## config.mk

```make
export PLATFORM = sky130hd
export DESIGN_NAME = pid_temperature_regulator_top
export DESIGN_NICKNAME = d
export VERILOG_FILES = /design/src/hdl/pidt_pkg.sv /design/src/hdl/pid_temperature_regulator_top.sv /design/src/hdl/pidt_mac.sv /design/src/hdl/pidt_div.sv
export SDC_FILE = /design/constraint.sdc
export NUM_CORES = 1
export LEC_CHECK = 0
export BUFFER_PORTS_ARGS = -buffer_cell sky130_fd_sc_hd__buf_4
export CAP_MARGIN = 20
export CORE_MARGIN = 1.5
export CORE_UTILIZATION = 44
export CTS_BUF_LIST = sky130_fd_sc_hd__clkbuf_4 sky130_fd_sc_hd__clkbuf_8
export CTS_CLUSTER_DIAMETER = 150
export DETAILED_ROUTE_END_ITERATION = 16
export GPL_TIMING_DRIVEN = 0
export PLACE_DENSITY = 0.71
export SLEW_MARGIN = 20
export SYNTH_ARGS = -nofsm -noshare
export SYNTH_HDL_FRONTEND = slang
export SYNTH_HIERARCHICAL = 1
export SYNTH_SLANG_ARGS = --single-unit
```

## constraint.sdc

```tcl
create_clock -name clk -period 9.6 [get_ports clk]
set_input_delay 0 -clock clk [delete_from_list [all_inputs] [get_ports clk]]
set_output_delay 0 -clock clk [all_outputs]
set_load 0.01 [all_outputs]
```

## src/hdl/pidt_pkg.sv

```systemverilog
// Shared types and constants of the PID temperature regulator.
// Used by the multiply-accumulate unit, the serial divider and the top level.
// No dependencies.
`timescale 1ns / 1ps

package pidt_pkg;

	localparam int DRIVE_W = 16;
	localparam int OPA_W   = 17;
	localparam int SUM_W   = 28;
	localparam int INT_W   = 18;
	localparam int DIVD_W  = SUM_W - 1;

	localparam logic [DRIVE_W-1:0] FIXED_DRIVE = 16'd10;
	localparam logic [DRIVE_W-1:0] DRIVE_MAX   = 16'hFFFF;

	localparam logic [9:0]  RST_OVERTEMP_LIMIT  = 10'd450;
	localparam logic [9:0]  RST_PRECONTROL_BAND = 10'd50;
	localparam logic [7:0]  RST_GAIN_P          = 8'd8;
	localparam logic [15:0] RST_P_LIMIT         = 16'd1000;
	localparam logic [14:0] RST_I_LIMIT         = 15'd500;
	localparam logic [7:0]  RST_GAIN_I          = 8'd1;
	localparam logic [7:0]  RST_GAIN_D          = 8'd2;
	localparam logic [15:0] RST_OUTPUT_DIVISOR  = 16'd100;

	typedef enum logic [2:0] {
		REG_OVERTEMP_LIMIT  = 3'd0,
		REG_PRECONTROL_BAND = 3'd1,
		REG_GAIN_P          = 3'd2,
		REG_P_LIMIT         = 3'd3,
		REG_I_LIMIT         = 3'd4,
		REG_GAIN_I          = 3'd5,
		REG_GAIN_D          = 3'd6,
		REG_OUTPUT_DIVISOR  = 3'd7
	} cfg_reg_t;

	typedef enum logic [2:0] {
		S_IDLE,
		S_P,
		S_I,
		S_D,
		S_DSTART,
		S_DIV,
		S_OUT
	} state_t;

	typedef struct packed {
		logic en;
		logic first;
		logic clamp;
	} mac_ctrl_t;

	typedef struct packed {
		logic busy;
		logic done;
	} div_status_t;

endpackage

```

## src/hdl/pid_temperature_regulator_top.sv

```systemverilog
// Top level of the PID temperature regulator: registers, sequencer and output stage.
// Depends on pidt_pkg, pidt_mac and pidt_div.
//
//   Channel  Direction  Handshake              Content
//   s_axis   in         s_axis_tvalid/tready   measured and target temperature
//   m_axis   out        m_axis_tvalid/tready   drive level
//   cfg      in         cfg_valid/cfg_ready    register index and write data
//
// An overtemperature or precontrol sample goes from its transaction straight to the output
// state. A PID sample takes three passes through the shared multiply-accumulate unit,
// one divider load, the serial divide, the taking of the quotient and the output state.
// The sequencer returns to idle as it loads the output register, so a new input
// transaction can only follow once the previous sample has been loaded there.
// The input is ready only while the sequencer is idle; one result waits in the output
// register, and the sequencer holds a finished result until that register is free.
// Reset is asynchronous and needs no clearing pass; configuration is always ready.
`timescale 1ns / 1ps

module pid_temperature_regulator_top #(
	parameter int TEMP_BITS = 10
) (
	input  logic                                  clk,
	input  logic                                  arst_n,
	input  logic                                  s_axis_tvalid,
	output logic                                  s_axis_tready,
	// Fields from bit 0: measured_temp, target_temp, zero fill.
	input  logic [((2*TEMP_BITS+7)/8)*8-1:0]      s_axis_tdata,
	output logic                                  m_axis_tvalid,
	input  logic                                  m_axis_tready,
	// Fields from bit 0: drive_level.
	output logic [15:0]                           m_axis_tdata,
	input  logic                                  cfg_valid,
	output logic                                  cfg_ready,
	input  logic [2:0]                            cfg_index,
	input  logic [15:0]                           cfg_data
);
	import pidt_pkg::*;

	localparam int EW = TEMP_BITS + 1;
	localparam int LW = TEMP_BITS + 2;

	logic [9:0]  ot_limit_q;
	logic [9:0]  band_q;
	logic [7:0]  gain_p_q;
	logic [15:0] p_limit_q;
	logic [14:0] i_limit_q;
	logic [7:0]  gain_i_q;
	logic [7:0]  gain_d_q;
	logic [15:0] divisor_q;

	state_t state_q, state_d;

	logic signed [EW-1:0]    err_q;
	logic signed [LW-1:0]    last_error_q;
	logic signed [LW-1:0]    d_q;
	logic signed [15:0]      integral_sum_q;
	logic [DRIVE_W-1:0]      res_q;
	logic [DRIVE_W-1:0]      out_data_q;
	logic                    out_valid_q;

	logic [TEMP_BITS-1:0]    meas_in;
	logic [TEMP_BITS-1:0]    targ_in;
	logic signed [EW-1:0]    err_in;
	logic                    in_hs;
	logic                    overtemp;
	logic                    precontrol;
	logic                    out_free;

	logic signed [INT_W-1:0] ib;
	logic signed [INT_W-1:0] il;
	logic signed [INT_W-1:0] ie;
	logic signed [INT_W-1:0] it;
	logic signed [INT_W-1:0] ic;

	mac_ctrl_t               mac_ctrl;
	logic signed [OPA_W-1:0] mac_a;
	logic [7:0]              mac_b;
	logic signed [SUM_W-1:0] acc;

	logic                    div_start;
	logic [DIVD_W-1:0]       div_dividend;
	logic [15:0]             div_divisor;
	logic [DIVD_W-1:0]       quotient;
	div_status_t             div_st;

	assign cfg_ready = 1'b1;

	always_ff @(posedge clk or negedge arst_n) begin
		if (!arst_n) begin
			ot_limit_q <= RST_OVERTEMP_LIMIT;
			band_q     <= RST_PRECONTROL_BAND;
			gain_p_q   <= RST_GAIN_P;
			p_limit_q  <= RST_P_LIMIT;
			i_limit_q  <= RST_I_LIMIT;
			gain_i_q   <= RST_GAIN_I;
			gain_d_q   <= RST_GAIN_D;
			divisor_q  <= RST_OUTPUT_DIVISOR;
		end else if (cfg_valid && cfg_ready) begin
			case (cfg_reg_t'(cfg_index))
				REG_OVERTEMP_LIMIT:  ot_limit_q <= cfg_data[9:0];
				REG_PRECONTROL_BAND: band_q     <= cfg_data[9:0];
				REG_GAIN_P:          gain_p_q   <= cfg_data[7:0];
				REG_P_LIMIT:         p_limit_q  <= cfg_data;
				REG_I_LIMIT:         i_limit_q  <= cfg_data[14:0];
				REG_GAIN_I:          gain_i_q   <= cfg_data[7:0];
				REG_GAIN_D:          gain_d_q   <= cfg_data[7:0];
				REG_OUTPUT_DIVISOR:  divisor_q  <= cfg_data;
				default: ;
			endcase
		end
	end

	always_comb begin
		meas_in    = s_axis_tdata[TEMP_BITS-1:0];
		targ_in    = s_axis_tdata[2*TEMP_BITS-1:TEMP_BITS];
		err_in     = $signed({1'b0, targ_in}) - $signed({1'b0, meas_in});
		overtemp   = 16'(meas_in) > 16'(ot_limit_q);
		precontrol = INT_W'(err_in) > $signed(INT_W'(band_q));
		in_hs      = s_axis_tvalid && s_axis_tready;
		out_free   = !out_valid_q || m_axis_tready;
	end

	always_comb begin
		ib = INT_W'(integral_sum_q);
		il = $signed(INT_W'(i_limit_q));
		ie = INT_W'(err_q);
		it = ((ib < il) && (err_q > 0)) ? ib + ie : ib;
		if (it > il) begin
			ic = il;
		end else if (it < -il) begin
			ic = -il;
		end else begin
			ic = it;
		end
	end

	always_ff @(posedge clk or negedge arst_n) begin
		if (!arst_n) begin
			state_q <= S_IDLE;
		end else begin
			state_q <= state_d;
		end
	end

	always_comb begin
		state_d       = state_q;
		s_axis_tready = 1'b0;
		mac_ctrl      = '0;
		mac_a         = OPA_W'(err_q);
		mac_b         = gain_p_q;
		div_start     = 1'b0;
		case (state_q)
			S_IDLE: begin
				s_axis_tready = 1'b1;
				if (s_axis_tvalid) begin
					state_d = (overtemp || precontrol) ? S_OUT : S_P;
				end
			end
			S_P: begin
				mac_ctrl = '{en: 1'b1, first: 1'b1, clamp: 1'b1};
				state_d  = S_I;
			end
			S_I: begin
				mac_ctrl = '{en: 1'b1, first: 1'b0, clamp: 1'b0};
				mac_a    = OPA_W'(integral_sum_q);
				mac_b    = gain_i_q;
				state_d  = S_D;
			end
			S_D: begin
				mac_ctrl = '{en: 1'b1, first: 1'b0, clamp: 1'b0};
				mac_a    = OPA_W'(d_q);
				mac_b    = gain_d_q;
				state_d  = S_DSTART;
			end
			S_DSTART: begin
				div_start = 1'b1;
				state_d   = S_DIV;
			end
			S_DIV: begin
				if (div_st.done) begin
					state_d = S_OUT;
				end
			end
			S_OUT: begin
				if (out_free) begin
					state_d = S_IDLE;
				end
			end
			default: state_d = S_IDLE;
		endcase
	end

	always_ff @(posedge clk or negedge arst_n) begin
		if (!arst_n) begin
			last_error_q   <= '0;
			integral_sum_q <= '0;
		end else if (state_q == S_P) begin
			last_error_q   <= LW'(err_q);
			integral_sum_q <= ic[15:0];
		end
	end

	always_ff @(posedge clk) begin
		if (in_hs) begin
			err_q <= err_in;
			if (overtemp) begin
				res_q <= '0;
			end else if (precontrol) begin
				res_q <= FIXED_DRIVE;
			end
		end
		if (state_q == S_P) begin
			d_q <= LW'(err_q) - last_error_q;
		end
		if (state_q == S_DIV && div_st.done) begin
			res_q <= (|quotient[DIVD_W-1:DRIVE_W]) ? DRIVE_MAX : quotient[DRIVE_W-1:0];
		end
	end

	assign div_dividend = acc[SUM_W-1] ? '0 : acc[DIVD_W-1:0];
	assign div_divisor  = (divisor_q == '0) ? 16'd1 : divisor_q;

	pidt_mac u_mac (
		.clk    (clk),
		.arst_n (arst_n),
		.ctrl   (mac_ctrl),
		.op_a   (mac_a),
		.op_b   (mac_b),
		.limit  (p_limit_q),
		.acc    (acc)
	);

	pidt_div u_div (
		.clk      (clk),
		.arst_n   (arst_n),
		.start    (div_start),
		.dividend (div_dividend),
		.divisor  (div_divisor),
		.quotient (quotient),
		.status   (div_st)
	);

	always_ff @(posedge clk or negedge arst_n) begin
		if (!arst_n) begin
			out_valid_q <= 1'b0;
		end else if (state_q == S_OUT && out_free) begin
			out_valid_q <= 1'b1;
		end else if (m_axis_tready) begin
			out_valid_q <= 1'b0;
		end
	end

	always_ff @(posedge clk) begin
		if (state_q == S_OUT && out_free) begin
			out_data_q <= res_q;
		end
	end

	assign m_axis_tvalid = out_valid_q;
	assign m_axis_tdata  = out_data_q;

	a_ready_not_dividing: assert property (@(posedge clk) disable iff (!arst_n)
		s_axis_tready |-> !div_st.busy)
		else $error("input ready while the divider is busy");

	a_done_in_div_state: assert property (@(posedge clk) disable iff (!arst_n)
		div_st.done |-> state_q == S_DIV)
		else $error("divider finished outside the divide state");

	a_overtemp_zero: assert property (@(posedge clk) disable iff (!arst_n)
		(in_hs && overtemp) |=> (state_q == S_OUT && res_q == '0))
		else $error("overtemperature sample did not yield zero drive");

	a_integral_bounded: assert property (@(posedge clk) disable iff (!arst_n)
		state_q == S_P |=> (INT_W'(integral_sum_q) <= $signed(INT_W'(i_limit_q))
			&& INT_W'(integral_sum_q) >= -$signed(INT_W'(i_limit_q))))
		else $error("integral left its clamp range");

endmodule

```

## src/hdl/pidt_mac.sv

```systemverilog
// Shared multiply-accumulate unit with an optional symmetric clamp on the product.
// Depends on pidt_pkg.
`timescale 1ns / 1ps

module pidt_mac (
	input  logic                                clk,
	input  logic                                arst_n,
	input  pidt_pkg::mac_ctrl_t                 ctrl,
	input  logic signed [pidt_pkg::OPA_W-1:0]   op_a,
	input  logic [7:0]                          op_b,
	input  logic [15:0]                         limit,
	output logic signed [pidt_pkg::SUM_W-1:0]   acc
);
	import pidt_pkg::*;

	logic signed [OPA_W+8:0]  prod;
	logic signed [SUM_W-1:0]  prod_x;
	logic signed [SUM_W-1:0]  lim_x;
	logic signed [SUM_W-1:0]  term;
	logic signed [SUM_W-1:0]  acc_q;

	always_comb begin
		prod   = op_a * $signed({1'b0, op_b});
		prod_x = SUM_W'(prod);
		lim_x  = $signed(SUM_W'(limit));
		term   = prod_x;
		if (ctrl.clamp) begin
			if (prod_x > lim_x) begin
				term = lim_x;
			end else if (prod_x < -lim_x) begin
				term = -lim_x;
			end
		end
	end

	always_ff @(posedge clk or negedge arst_n) begin
		if (!arst_n) begin
			acc_q <= '0;
		end else if (ctrl.en) begin
			acc_q <= (ctrl.first ? '0 : acc_q) + term;
		end
	end

	assign acc = acc_q;

endmodule

```

## src/hdl/pidt_div.sv

```systemverilog
// Restoring serial divider, one quotient bit per cycle.
// Depends on pidt_pkg.
`timescale 1ns / 1ps

module pidt_div (
	input  logic                            clk,
	input  logic                            arst_n,
	input  logic                            start,
	input  logic [pidt_pkg::DIVD_W-1:0]     dividend,
	input  logic [15:0]                     divisor,
	output logic [pidt_pkg::DIVD_W-1:0]     quotient,
	output pidt_pkg::div_status_t           status
);
	import pidt_pkg::*;

	localparam int CW = $clog2(DIVD_W);

	logic [DIVD_W-1:0] quo_q;
	logic [15:0]       rem_q;
	logic [15:0]       dvs_q;
	logic [CW-1:0]     cnt_q;
	logic              busy_q;
	logic              done_q;
	logic [16:0]       shifted;
	logic              ge;
	logic [15:0]       rem_next;

	always_comb begin
		shifted  = {rem_q, quo_q[DIVD_W-1]};
		ge       = shifted >= {1'b0, dvs_q};
		rem_next = ge ? 16'(shifted - {1'b0, dvs_q}) : shifted[15:0];
	end

	always_ff @(posedge clk or negedge arst_n) begin
		if (!arst_n) begin
			busy_q <= 1'b0;
			done_q <= 1'b0;
			cnt_q  <= '0;
		end else if (start) begin
			busy_q <= 1'b1;
			done_q <= 1'b0;
			cnt_q  <= CW'(DIVD_W - 1);
		end else if (busy_q) begin
			if (cnt_q == '0) begin
				busy_q <= 1'b0;
				done_q <= 1'b1;
			end else begin
				cnt_q <= cnt_q - 1'b1;
			end
		end else begin
			done_q <= 1'b0;
		end
	end

	always_ff @(posedge clk) begin
		if (start) begin
			quo_q <= dividend;
			rem_q <= '0;
			dvs_q <= divisor;
		end else if (busy_q) begin
			quo_q <= {quo_q[DIVD_W-2:0], ge};
			rem_q <= rem_next;
		end
	end

	assign quotient    = quo_q;
	assign status.busy = busy_q;
	assign status.done = done_q;

endmodule
```

==> results.md <==
* Total grt overflow at 0
* Antenna violations before repair at 1
* Worst-path clk slew at 60 ps
* Setup crit start kind: register
* Die area at between 0.05 and 0.06 sq mm
* RSZ-0062 raised after global routing: true
* Remaining antenna violation count at 0
* Outcome: complete, but fails checks
* Routed vias at between 20000 and 25000
* Seq pwr share at 0.136
* Layout cell share with drive strength beyond 1 at 0.230
* CP Capture Type: register
* Commonest non-fill, non-tap cell in the layout: inv_1
* P_leak at approximately 14 nW
* Cts bufs inserted at 46
* IO Port Bufs at 57
* Clock root cell: clkbuf_8
* Endpoints failing setup at 18
* Clock power share at 0.115
* Clock Sinks at around 270
* Net Switching at between 4 and 5 mW
* Die Width at 238 um
* Cell repeated most along the worst path: fa_1
* DRT iter0 DRCs at 1387
* Hold Path Class: primary input to register
* Wirelength, routed at 68100 um
* Final GP Congestion at 0.930
* Crit-path max FO at 8
* Data arrival, critical path at 10600 ps
* Mapped cell area at 0.0242 sq mm
* Slew @ Worst Pin at 1110 ps
* First-pass GRT wire length at 107000 um
* Worst-Skew Late Latency at 640 ps
* First-pass DRT Iterations at 5
* Fin nets at 3304
* DP Worst Slack at -2330 ps
* Number of diodes at 0
* Max VDD drop at 0.322 mV
* Failing checks: negative setup slack
* Final cell count without fillers at 3635
* DP Cell Count at 3382
* H-Tree Level Count at 2
* Mean Syn Cell Area at 9.23 sq um
* Vias in the first global route at 21100
* Final slew viol count at 0
* Largest net degree at the start of global routing at 99
* Cell area after layout at slightly below 0.03 sq mm
* Pwr dens at 340 mW/mm^2
* Final HPWL DP at 49100 um
* CP Class: register to register
* Synthesis Warnings at 6
* Setup ws final at -506 ps
* P&R area growth vs syn at 22.6%
* Switching Share at 0.471
* Max Fclk at 0.0990 GHz
* Core Util, Final at 0.549
* Period utilization at 1.05
* Gate Count Post-Synth at 2625
* Remaining DRCs at 0
* Initial Util at 0.448
* Int Power at roughly 5.3 mW
* Slowest cell delay on critical path at 570 ps
* Critical Path RT at 10090 ps
* Endpoints failing hold at 0
* I/O pins at between 60 and 70
* Mapped Nets at 3028
* Die Ht at around 240 um
* Vias per cell at roughly 5.7
* FILL cells at 4486
* Setup Skew at 41.1 ps
* Crit path time final at 10110 ps
* CTS tree: yes
* Max-Slew Margin vs Limit at 0.262
* Most frequent cells in the layout: inv_1, nand2_1, ha_1
* Core Rows at 85
* Max-cap viol count at 0
* Cell Area, Placed at 0.0258 sq mm
* Total chip power at a little over 10 mW
* GRT Util Overall at 0.234
* Clock Path Buffers at 3
* Core area at 0.0541 sq mm
* WL/cell at 18.7 um
* Comb power frac at 0.749
* Slowest cell on the critical path: fa_1
## worst max-delay path: cells and delay by family, from the launching register on
| kind | cells | cell delay, ps |
|---|---|---|
| AND/OR/NAND/NOR | 10 | 1490 |
| AO/OA/AOI/OAI | 15 | 3180 |
| multiplexers | 1 | 260 |
| adder cells (fa/ha/maj) | 7 | 2990 |
| buffers and inverters | 12 | 1390 |
| XOR/XNOR | 2 | 180 |
| flip-flops | 1 | 470 |
## metal layers
| layer | global-route usage | part of all wire |
|---|---|---|
| met3 | 0.0366 | 0.057 |
| met4 | 0.119 | 0.050 |
| met5 | 0 | 0 |
| met2 | 0.396 | 0.47 |
| met1 | 0.290 | 0.42 |
## area by class of cell
type / count / area, sq um / share of cell area
multi-input cells: 1935 / 16600 / 0.558
plain buffers: 86 / 637 / 0.0214
well taps: 696 / 871 / 0.0293
flip-flops and latches: 271 / 7230 / 0.243
clock buffers: 69 / 856 / 0.0288
clock inverters: 17 / 186 / 0.00627
inverters: 326 / 1230 / 0.0414
repair buffers: 235 / 2130 / 0.0715
## power groups by stage
stage	registers (mW)	logic (mW)	clock network, mW
after floorplan	1.36	4.44	0
after global placement	1.39	5.48	0
after detailed placement	1.39	5.73	0
after CTS	1.37	6.79	1.19
after global routing	1.39	8.32	1.24
final	1.38	7.57	1.16
## final timing paths
kind,start,to,slack (ps),depth (start not counted)
worst max-delay path,state_q[1],u_mac/acc[19],-510,47
worst min-delay path,s_axis_tdata[13],err_q[3],50,4
worst max register to register,state_q[1],u_mac/acc[19],-510,47
worst min register to register,res_q[7],m_axis_tdata[7],420,0
max in group asynchronous,arst_n,u_mac/acc[17],8480,4
min in group asynchronous,arst_n,i_limit_q[5],540,3
## stage by stage
stage | setup TNS, ps | hold WS, ps
after floorplan | 0 | -296
after global placement | -39750 | 262
after detailed placement | -43020 | -11.0
after CTS | -1620 | 8.78
after global routing | -11000 | 23.7
final | -6000 | 53.5
## what timing repair did
item	in CTS	in global routing
endpoints found under the hold margin	261	0
buffers inserted	84	46
endpoints found under the setup margin	27	22
hold buffers	40	0
cloned	5	0
resized for setup	207	102
pin swaps	94	86
## registers in the layout, summed over array words and instances, names as in the netlist, 11 cells and up
signal          cells
u_div/dvs_q        16
err_q              11
integral_sum_q     16
p_limit_q          16
res_q              16
d_q                12
u_div/quotient     27
last_error_q       11
u_div/rem_q        16
divisor_q          16
i_limit_q          15
u_mac/acc          28
m_axis_tdata       16
Power figures use the tool's default switching activity.
